`config.mk`:
```
export PLATFORM = sky130hd
export DESIGN_NAME = heightmap_cell_vertex_generator
export DESIGN_NICKNAME = d
export VERILOG_FILES = /design/src/hcvg_pkg.sv /design/src/hcvg_cell_stage.sv /design/src/hcvg_vertex_stage.sv /design/src/heightmap_cell_vertex_generator.sv
export SDC_FILE = /design/constraint.sdc
export NUM_CORES = 2
export LEC_CHECK = 0
export BUFFER_PORTS_ARGS = -buffer_cell sky130_fd_sc_hd__buf_4
export CORE_UTILIZATION = 55
export DETAILED_ROUTE_END_ITERATION = 10
export PLACE_DENSITY = 0.74
export RECOVER_POWER = 25
export SLEW_MARGIN = 20
export SYNTH_ARGS = -nofsm -noshare
export SYNTH_HDL_FRONTEND = slang
export SYNTH_SLANG_ARGS = --single-unit
```
`constraint.sdc`:
```
create_clock -name i_clk -period 9.85 [get_ports i_clk]
set_clock_uncertainty 0.15 [all_clocks]
set_input_delay 0.985 -clock i_clk [delete_from_list [all_inputs] [get_ports i_clk]]
set_output_delay 0.985 -clock i_clk [all_outputs]
set_load 0.02 [all_outputs]
```
`src/hcvg_pkg.sv`:
```
`default_nettype none

package hcvg_pkg;

    localparam int MAX_GRID_DEF = 256;

    localparam int COORD_W    = 8;
    localparam int H_W        = 16;
    localparam int SCALE_W    = 16;
    localparam int GRID_W     = 9;
    localparam int POS_W      = 24;
    localparam int NORM_W     = 17;
    localparam int TEX_W      = 3;
    localparam int S_TDATA_W  = 80;
    localparam int M_TDATA_W  = 112;
    localparam int CFG_IDX_W  = 1;
    localparam int CFG_DATA_W = 16;
    localparam int VIDX_W     = 3;

    localparam logic [SCALE_W-1:0] SCALE_RST     = 16'd256;
    localparam logic [GRID_W-1:0]  GRID_RST      = 9'd256;
    localparam logic [TEX_W-1:0]   TEX_PHASE_TOP = 3'd4;
    localparam logic [VIDX_W-1:0]  VIDX_LAST     = 3'd5;
    localparam logic [VIDX_W-1:0]  VIDX_SECOND_TRI = 3'd3;

    typedef enum logic [CFG_IDX_W-1:0] {
        CFG_VERTEX_SCALE = 1'b0,
        CFG_GRID_SIZE    = 1'b1
    } t_cfg_idx;

    typedef struct packed {
        logic                     dx;
        logic                     dz;
    } t_corner;

    typedef struct packed {
        logic [COORD_W-1:0]       x;
        logic [COORD_W-1:0]       z;
        logic signed [H_W-1:0]    h00;
        logic signed [H_W-1:0]    h10;
        logic signed [H_W-1:0]    h01;
        logic signed [H_W-1:0]    h11;
        logic signed [NORM_W-1:0] nx0;
        logic signed [NORM_W-1:0] nz0;
        logic signed [NORM_W-1:0] nx1;
        logic signed [NORM_W-1:0] nz1;
        logic [TEX_W-1:0]         row_ph;
        logic [TEX_W-1:0]         cell_ph;
    } t_cell;

    // corner offsets of the six vertices, two triangles
    function automatic t_corner corner_of(input logic [VIDX_W-1:0] idx);
        t_corner c;
        case (idx)
            3'd0:    c = '{dx: 1'b0, dz: 1'b0};
            3'd1:    c = '{dx: 1'b1, dz: 1'b0};
            3'd2:    c = '{dx: 1'b0, dz: 1'b1};
            3'd3:    c = '{dx: 1'b1, dz: 1'b1};
            3'd4:    c = '{dx: 1'b0, dz: 1'b1};
            3'd5:    c = '{dx: 1'b1, dz: 1'b0};
            default: c = '{dx: 1'b0, dz: 1'b0};
        endcase
        return c;
    endfunction

    function automatic logic [TEX_W-1:0] phase_inc(input logic [TEX_W-1:0] p);
        return (p >= TEX_PHASE_TOP) ? '0 : p + 3'd1;
    endfunction

endpackage

`default_nettype wire

```
`src/hcvg_cell_stage.sv`:
```
`default_nettype none

module hcvg_cell_stage (
    input  wire logic                              i_clk,
    input  wire logic                              i_rst_n,
    input  wire logic                              i_valid,
    output logic                                   o_ready,
    input  wire logic [hcvg_pkg::S_TDATA_W-1:0]    i_data,   // x, z, h00, h10, h01, h11
    input  wire logic                              i_first,
    input  wire logic [hcvg_pkg::GRID_W-1:0]       i_grid,
    input  wire logic                              i_release,
    output logic                                   o_cell_valid,
    output hcvg_pkg::t_cell                        o_cell
);

    logic                   r_valid;
    logic [hcvg_pkg::TEX_W-1:0] r_row_ph, r_cell_ph;
    hcvg_pkg::t_cell        r_cell, n_cell;
    logic                   w_accept;
    logic [hcvg_pkg::TEX_W-1:0] w_rp, w_cp;
    logic [hcvg_pkg::GRID_W-1:0] w_x_next;

    assign o_ready      = !r_valid || i_release;
    assign w_accept     = i_valid && o_ready;
    assign o_cell_valid = r_valid;
    assign o_cell       = r_cell;

    always_comb begin
        w_rp     = i_first ? '0 : r_row_ph;
        w_cp     = i_first ? '0 : r_cell_ph;
        w_x_next = {1'b0, i_data[7:0]} + 9'd1;

        n_cell.x       = i_data[7:0];
        n_cell.z       = i_data[15:8];
        n_cell.h00     = i_data[31:16];
        n_cell.h10     = i_data[47:32];
        n_cell.h01     = i_data[63:48];
        n_cell.h11     = i_data[79:64];
        n_cell.nx0     = 17'(signed'(i_data[31:16])) - 17'(signed'(i_data[47:32]));
        n_cell.nz0     = 17'(signed'(i_data[31:16])) - 17'(signed'(i_data[63:48]));
        n_cell.nx1     = 17'(signed'(i_data[63:48])) - 17'(signed'(i_data[79:64]));
        n_cell.nz1     = 17'(signed'(i_data[47:32])) - 17'(signed'(i_data[79:64]));
        n_cell.row_ph  = w_rp;
        n_cell.cell_ph = w_cp;
    end

    always_ff @(posedge i_clk) begin
        if (!i_rst_n) begin
            r_valid   <= 1'b0;
            r_row_ph  <= '0;
            r_cell_ph <= '0;
        end else begin
            if (w_accept) begin
                r_valid   <= 1'b1;
                r_cell_ph <= hcvg_pkg::phase_inc(w_cp);
                r_row_ph  <= (w_x_next == i_grid) ? hcvg_pkg::phase_inc(w_rp) : w_rp;
            end else if (i_release) begin
                r_valid <= 1'b0;
            end
        end
    end

    always_ff @(posedge i_clk) begin
        if (w_accept) begin
            r_cell <= n_cell;
        end
    end

endmodule

`default_nettype wire

```
`src/hcvg_vertex_stage.sv`:
```
`default_nettype none

module hcvg_vertex_stage (
    input  wire logic                              i_clk,
    input  wire logic                              i_rst_n,
    input  wire logic                              i_cell_valid,
    input  wire hcvg_pkg::t_cell                   i_cell,
    input  wire logic [hcvg_pkg::SCALE_W-1:0]      i_scale,
    output logic                                   o_release,
    output logic                                   o_valid,
    input  wire logic                              i_ready,
    output logic [hcvg_pkg::M_TDATA_W-1:0]         o_data,
    output logic                                   o_last
);

    logic                        r_valid;
    logic [hcvg_pkg::VIDX_W-1:0] r_idx;
    logic [hcvg_pkg::M_TDATA_W-1:0] r_data, n_data;
    logic                        r_last;
    logic                        w_free, w_load;
    hcvg_pkg::t_corner           w_c;
    logic [hcvg_pkg::GRID_W-1:0] w_x9, w_z9;
    logic [24:0]                 w_px, w_pz;
    logic signed [hcvg_pkg::H_W-1:0] w_h;
    logic signed [32:0]          w_py;
    logic signed [hcvg_pkg::NORM_W-1:0] w_nx, w_nz;
    logic [hcvg_pkg::TEX_W-1:0]  w_tu, w_tv;

    assign w_free    = !r_valid || i_ready;
    assign w_load    = i_cell_valid && w_free;
    assign o_release = w_load && (r_idx == hcvg_pkg::VIDX_LAST);
    assign o_valid   = r_valid;
    assign o_data    = r_data;
    assign o_last    = r_last;

    always_comb begin
        w_c  = hcvg_pkg::corner_of(r_idx);
        w_x9 = {1'b0, i_cell.x} + {8'd0, w_c.dx};
        w_z9 = {1'b0, i_cell.z} + {8'd0, w_c.dz};
        w_px = w_x9 * i_scale;
        w_pz = w_z9 * i_scale;
        case ({w_c.dx, w_c.dz})
            2'b00:   w_h = i_cell.h00;
            2'b10:   w_h = i_cell.h10;
            2'b01:   w_h = i_cell.h01;
            2'b11:   w_h = i_cell.h11;
            default: w_h = i_cell.h00;
        endcase
        w_py = w_h * $signed({1'b0, i_scale});
        if (r_idx < hcvg_pkg::VIDX_SECOND_TRI) begin
            w_nx = i_cell.nx0;
            w_nz = i_cell.nz0;
        end else begin
            w_nx = i_cell.nx1;
            w_nz = i_cell.nz1;
        end
        w_tu   = i_cell.row_ph + {2'd0, w_c.dx};
        w_tv   = i_cell.cell_ph + {2'd0, w_c.dz};
        n_data = {w_tv, w_tu, w_nz, w_nx, w_pz[23:0], w_py[31:8], w_px[23:0]};
    end

    always_ff @(posedge i_clk) begin
        if (!i_rst_n) begin
            r_valid <= 1'b0;
            r_idx   <= '0;
        end else begin
            if (w_load) begin
                r_valid <= 1'b1;
                r_idx   <= (r_idx == hcvg_pkg::VIDX_LAST) ? '0 : r_idx + 3'd1;
            end else if (i_ready) begin
                r_valid <= 1'b0;
            end
        end
    end

    always_ff @(posedge i_clk) begin
        if (w_load) begin
            r_data <= n_data;
            r_last <= (r_idx == hcvg_pkg::VIDX_LAST);
        end
    end

endmodule

`default_nettype wire

```
`src/heightmap_cell_vertex_generator.sv`:
```
// Heightmap cell to vertex stream.
// Slave stream: one request per grid cell. tdata holds cell_x, cell_z,
// height_00, height_10, height_01, height_11; tuser is first_cell, which
// clears both texture phases before that cell.
// Master stream: six vertices per cell, tlast on the sixth. tdata holds
// pos_x, pos_y, pos_z, normal_x, normal_z, tex_u_fifths, tex_v_fifths.
// Config channel: index 0 vertex_scale (Q8.8), index 1 grid_size, clamped to
// MAX_GRID. Always ready; write only while the block is idle.
// A cell's first vertex passes the cell register and then the output
// register after its request is accepted. The output register carries a single
// vertex a cycle while the receiver is ready; the next cell is taken in the cycle
// its predecessor's sixth vertex is loaded, so vertices stream without gaps.
// Reset (synchronous, active low) empties both stages, sets scale 256 and
// grid 256 and clears the phases. When the receiver stalls, the output
// register holds its vertex, the held cell waits, and tready drops once
// that cell still has vertices to send.
`default_nettype none

module heightmap_cell_vertex_generator #(
    parameter int MAX_GRID = hcvg_pkg::MAX_GRID_DEF
) (
    input  wire logic                               i_clk,
    input  wire logic                               i_rst_n,
    input  wire logic                               i_s_axis_tvalid,
    output logic                                    o_s_axis_tready,
    // [7:0] cell_x, [15:8] cell_z, [31:16] height_00, [47:32] height_10,
    // [63:48] height_01, [79:64] height_11
    input  wire logic [hcvg_pkg::S_TDATA_W-1:0]     i_s_axis_tdata,
    // [0] first_cell
    input  wire logic                               i_s_axis_tuser,
    output logic                                    o_m_axis_tvalid,
    input  wire logic                               i_m_axis_tready,
    // [23:0] pos_x, [47:24] pos_y, [71:48] pos_z, [88:72] normal_x,
    // [105:89] normal_z, [108:106] tex_u_fifths, [111:109] tex_v_fifths
    output logic [hcvg_pkg::M_TDATA_W-1:0]          o_m_axis_tdata,
    output logic                                    o_m_axis_tlast,
    input  wire logic                               i_cfg_valid,
    output logic                                    o_cfg_ready,
    input  wire logic [hcvg_pkg::CFG_IDX_W-1:0]     i_cfg_index,
    input  wire logic [hcvg_pkg::CFG_DATA_W-1:0]    i_cfg_data
);

    localparam int GW = $clog2(MAX_GRID + 1);
    localparam int CW = (GW > hcvg_pkg::GRID_W) ? GW : hcvg_pkg::GRID_W;

    logic [hcvg_pkg::SCALE_W-1:0] r_scale;
    logic [hcvg_pkg::GRID_W-1:0]  r_grid;
    logic [CW-1:0]                w_g_ext, w_g_clamp;
    logic                         w_cfg_wr;
    logic                         w_release, w_cell_valid;
    hcvg_pkg::t_cell              w_cell;

    assign o_cfg_ready = 1'b1;
    assign w_cfg_wr    = i_cfg_valid && o_cfg_ready;
    assign w_g_ext     = CW'(i_cfg_data[hcvg_pkg::GRID_W-1:0]);
    assign w_g_clamp   = (w_g_ext > CW'(MAX_GRID)) ? CW'(MAX_GRID) : w_g_ext;

    always_ff @(posedge i_clk) begin
        if (!i_rst_n) begin
            r_scale <= hcvg_pkg::SCALE_RST;
            r_grid  <= hcvg_pkg::GRID_RST;
        end else if (w_cfg_wr) begin
            case (hcvg_pkg::t_cfg_idx'(i_cfg_index))
                hcvg_pkg::CFG_VERTEX_SCALE: r_scale <= i_cfg_data;
                hcvg_pkg::CFG_GRID_SIZE:    r_grid  <= w_g_clamp[hcvg_pkg::GRID_W-1:0];
                default: ;
            endcase
        end
    end

    hcvg_cell_stage u_cell (
        .i_clk        (i_clk),
        .i_rst_n      (i_rst_n),
        .i_valid      (i_s_axis_tvalid),
        .o_ready      (o_s_axis_tready),
        .i_data       (i_s_axis_tdata),
        .i_first      (i_s_axis_tuser),
        .i_grid       (r_grid),
        .i_release    (w_release),
        .o_cell_valid (w_cell_valid),
        .o_cell       (w_cell)
    );

    hcvg_vertex_stage u_vert (
        .i_clk        (i_clk),
        .i_rst_n      (i_rst_n),
        .i_cell_valid (w_cell_valid),
        .i_cell       (w_cell),
        .i_scale      (r_scale),
        .o_release    (w_release),
        .o_valid      (o_m_axis_tvalid),
        .i_ready      (i_m_axis_tready),
        .o_data       (o_m_axis_tdata),
        .o_last       (o_m_axis_tlast)
    );

endmodule

`default_nettype wire

```
==> flow_summary.yaml <==
setup_path:
  r2r_start: "u_vert.r_idx[0]"
  reg2reg_to: "u_vert.o_data[46]"
  critical-path-slowest-cell: "a21oi_1"
  cp_top_family: "adder cells"
  crit_cells: 23
  critPathMostFrequentCell: "fa_1"
  ff2ff_path_depth: 23
  reg2reg_slack_ps: 1130
  crit_type: "reg2reg"
  worstPathCellList: "and2_1 > ha_1 > a21o_2 > buf_4 > nor2_1 > a21oi_1 > nand2_1 > fa_1 > fa_1 > fa_1 > fa_1 > fa_1 > fa_1 > inv_1 > ha_1 > a21o_1 > a21oi_1 > o21ai_0 > and2_1 > a211o_2 > a311oi_4 > o21ai_1 > xor2_1"
  crit_path_start: "u_vert.r_idx[0]"
  required_ps: 10000
  arrival_ps: 8870
  cp_max_fo: 22
  cp-endpoint: "u_vert.o_data[46]"
  worst-path-buf-inv: 2
  cp-start-kind: "flip-flop"
  max_stage_delay_ps: 690
  setup.worst_path.end_class: "flip-flop"
detailed_routing:
  ant_nets: 0
  via_per_inst: 5.46
  drtIter0Drc: 1540
  drc: 0
  wirelength_um: 72900
  vias: 22100
  drt_first_pass_iters: 7
  wire_per_inst_um: 18.0
floorplanning:
  io_pins: 219
  rows: 86
  dieArea_mm2: 0.0571
  initial_core_util_pct: 55.9
  core_area_mm2: 0.0553
  die_x_um: 239
  die_h_um: 239
sta:
  period_needed_ps: 8720
  rsz0062_at_grt: "false"
  hold_ws_ps: 314
  fmax_ghz: 0.115
  finalSetupViolCount: 0
  max-slew-margin-rel_pct: -132
  period_share_pct: 88.5
  fin_setup_tns_ps: 0
  worst_pin_slew_ps: 3480
  slew_viol_final: 62
  timing_hold_violations_final: 0
finish:
  seq_area_mm2: 0.00874
  drive_gt1_share_pct: 9.31
  area_delta_synth_final_pct: 11.2
  multiInputGateArea_mm2: 0.0196
  final_cell_area_mm2: 0.0344
  nets: 4041
  fin_util_pct: 62.1
  final_common_cell: "inv_1"
  final_cell_mix: "inv_1, nand2_1, fa_1"
  nFillCells: 4584
clocking:
  htree_levels: 2
  cts-root-buf: "clkbuf_16"
  path_clk_slew_ps: 60
  cts_tree: "built"
  cts_inserted_buffers: 37
  cts_buffer_depth: 3
  clkSinkCount: 303
  clk_latency_ps: 570
  postCtsSetupRepairBufs: 0
  ctsResizeCount: 0
  ctsHoldBuffers: 0
global_routing:
  grt_max_degree: 81
  grt_use_total_pct: 26.3
  met2_usage_pct: 45.6
  grt_pass1_vias: 23113
  grt_pass1_wl_um: 118000
  grtUsageMet1_pct: 33.5
  gr-total-overflow: 0
  use_met3_pct: 3.96
  antenna_found_initial: 1
  busiest_layer: "met2"
placement:
  gp_congestion: 0.908
  dp_hpwl_um: 56200
  placed_area_mm2: 0.0334
  io_buffers: 217
logic_synthesis:
  synth_cell_types: 75
  synth_top_area_cell: "edfxtp_1"
  synth.yosys.seq_area_share_pct: 28.3
  syn_inst: 3091
  ys_top_cells_by_area: "edfxtp_1, fa_1, ha_1"
  syn-cell-area_mm2: 0.0309
  synthesis.nets: 3862
  synth_edf_count: 267
  synth.top_cell.area_share_pct: 26.0
  synthArstFlopShare_pct: 0
  ys_seq_elements: 303
  synth_ff_type: "edfxtp_1"
  synth_area_per_cell_um2: 10.0
  yosys_warnings: 0
status:
  violations: "capacitance limit, slew limit"
  outcome: "finished, violations left"
power:
  fin_total_pwr_mw: 5.97
  powerDensity_mw_per_mm2: 174
  leakagePower_nw: 15.7
  vdd_drop_max_uv: 139
hold_path:
  hold_class: "reg2reg"
job:
  cap_viol_max_count: 1
-- cell families (layout without fill, tap and decap cells) --
group                    Yosys count  in the layout  share of synthesized area, %
multiplexers                      35             35                          1.27
buffers and inverters            685            890                          8.40
flip-flops                       303            303                          28.3
adder cells (fa/ha/maj)          668            668                          36.6
AO/OA/AOI/OAI                    307            307                          6.67
XOR/XNOR                         126            126                          3.60
other                              1              2                        0.0121
AND/OR/NAND/NOR                  966            966                          15.2
-- sequential cells by signal (all words and copies together), names as in the netlist --
| signal | count |
|---|---|
| u_vert.o_data | 112 |
| u_vert.r_idx | 3 |
| u_vert.o_last | 1 |
| u_cell.r_cell_ph | 3 |
| u_cell.r_row_ph | 3 |
| r_scale | 16 |
| u_vert.o_valid | 1 |
| u_cell.o_cell_valid | 1 |
| r_grid | 9 |
| u_cell.o_cell | 154 |
-- synth_stat cells (66+ instances only) --
master,number
inv_1,558
clkbuf_1,120
nor2b_1,128
fa_1,393
ha_1,275
o21ai_0,66
and2_1,141
xnor2_1,89
nor2_1,125
a21oi_1,85
nand2_1,399
edfxtp_1,267
-- power breakdown --
group | leakage (nW) | internal [mW] | switching [mW] | total, mW
clock | 0.611 | 0.865 | 0.577 | 1.44
sequential | 2.85 | 1.66 | 0.0681 | 1.73
combinational | 12.2 | 1.14 | 1.66 | 2.80
-- stage by stage --
stage	setup WS [ps]	cells
2_1_floorplan	2190	3091
3_3_place_gp	1670	3978
3_5_place_dp	1240	3979
4_1_cts	1230	4044
5_1_grt	677	4044
6_report	1130	4045
-- per-layer routing --
metal	part of all wire (%)	routed length (µm)	vias to the layer above
met5	0	0	-
met1	41	29800	10997
met3	6.8	4940	149
met4	3.0	2200	0
met2	49	35900	766
li1	-	-	10188
-- worst reg2reg max path, cell delays in order, from the launching register on --
cell      delay (ps)
dfxtp_1          520
and2_1           250
ha_1             680
a21o_2           330
buf_4            280
nor2_1            70
a21oi_1          690
nand2_1          200
fa_1             550
fa_1             570
fa_1             430
fa_1             520
fa_1             460
fa_1             510
inv_1             40
ha_1             340
a21o_1           200
a21oi_1          220
o21ai_0          160
and2_1           240
a211o_2          390
a311oi_4         380
o21ai_1          140
xor2_1           160
-- worst min-delay path by stage --
stage,from,end,cells past startpoint
after floorplan,u_cell.r_cell_ph[0],u_cell.r_cell_ph[0],2
after global placement,u_cell.r_cell_ph[0],u_cell.r_cell_ph[0],2
after detailed placement,r_scale[14],r_scale[14],2
after CTS,r_scale[14],r_scale[14],2
after global routing,r_scale[14],r_scale[14],2
final,r_scale[14],r_scale[14],2
-- layout make-up --
| type | instances | area share, % |
|---|---|---|
| diodes | 1 | 0.00728 |
| multi-input cells | 2103 | 57.0 |
| well taps | 748 | 2.72 |
| clock inverters | 25 | 0.889 |
| repair buffers | 266 | 5.04 |
| inverters | 559 | 6.12 |
| flip-flops and latches | 303 | 25.4 |
| clock buffers | 40 | 2.79 |
(Power assumes the default switching activity.)
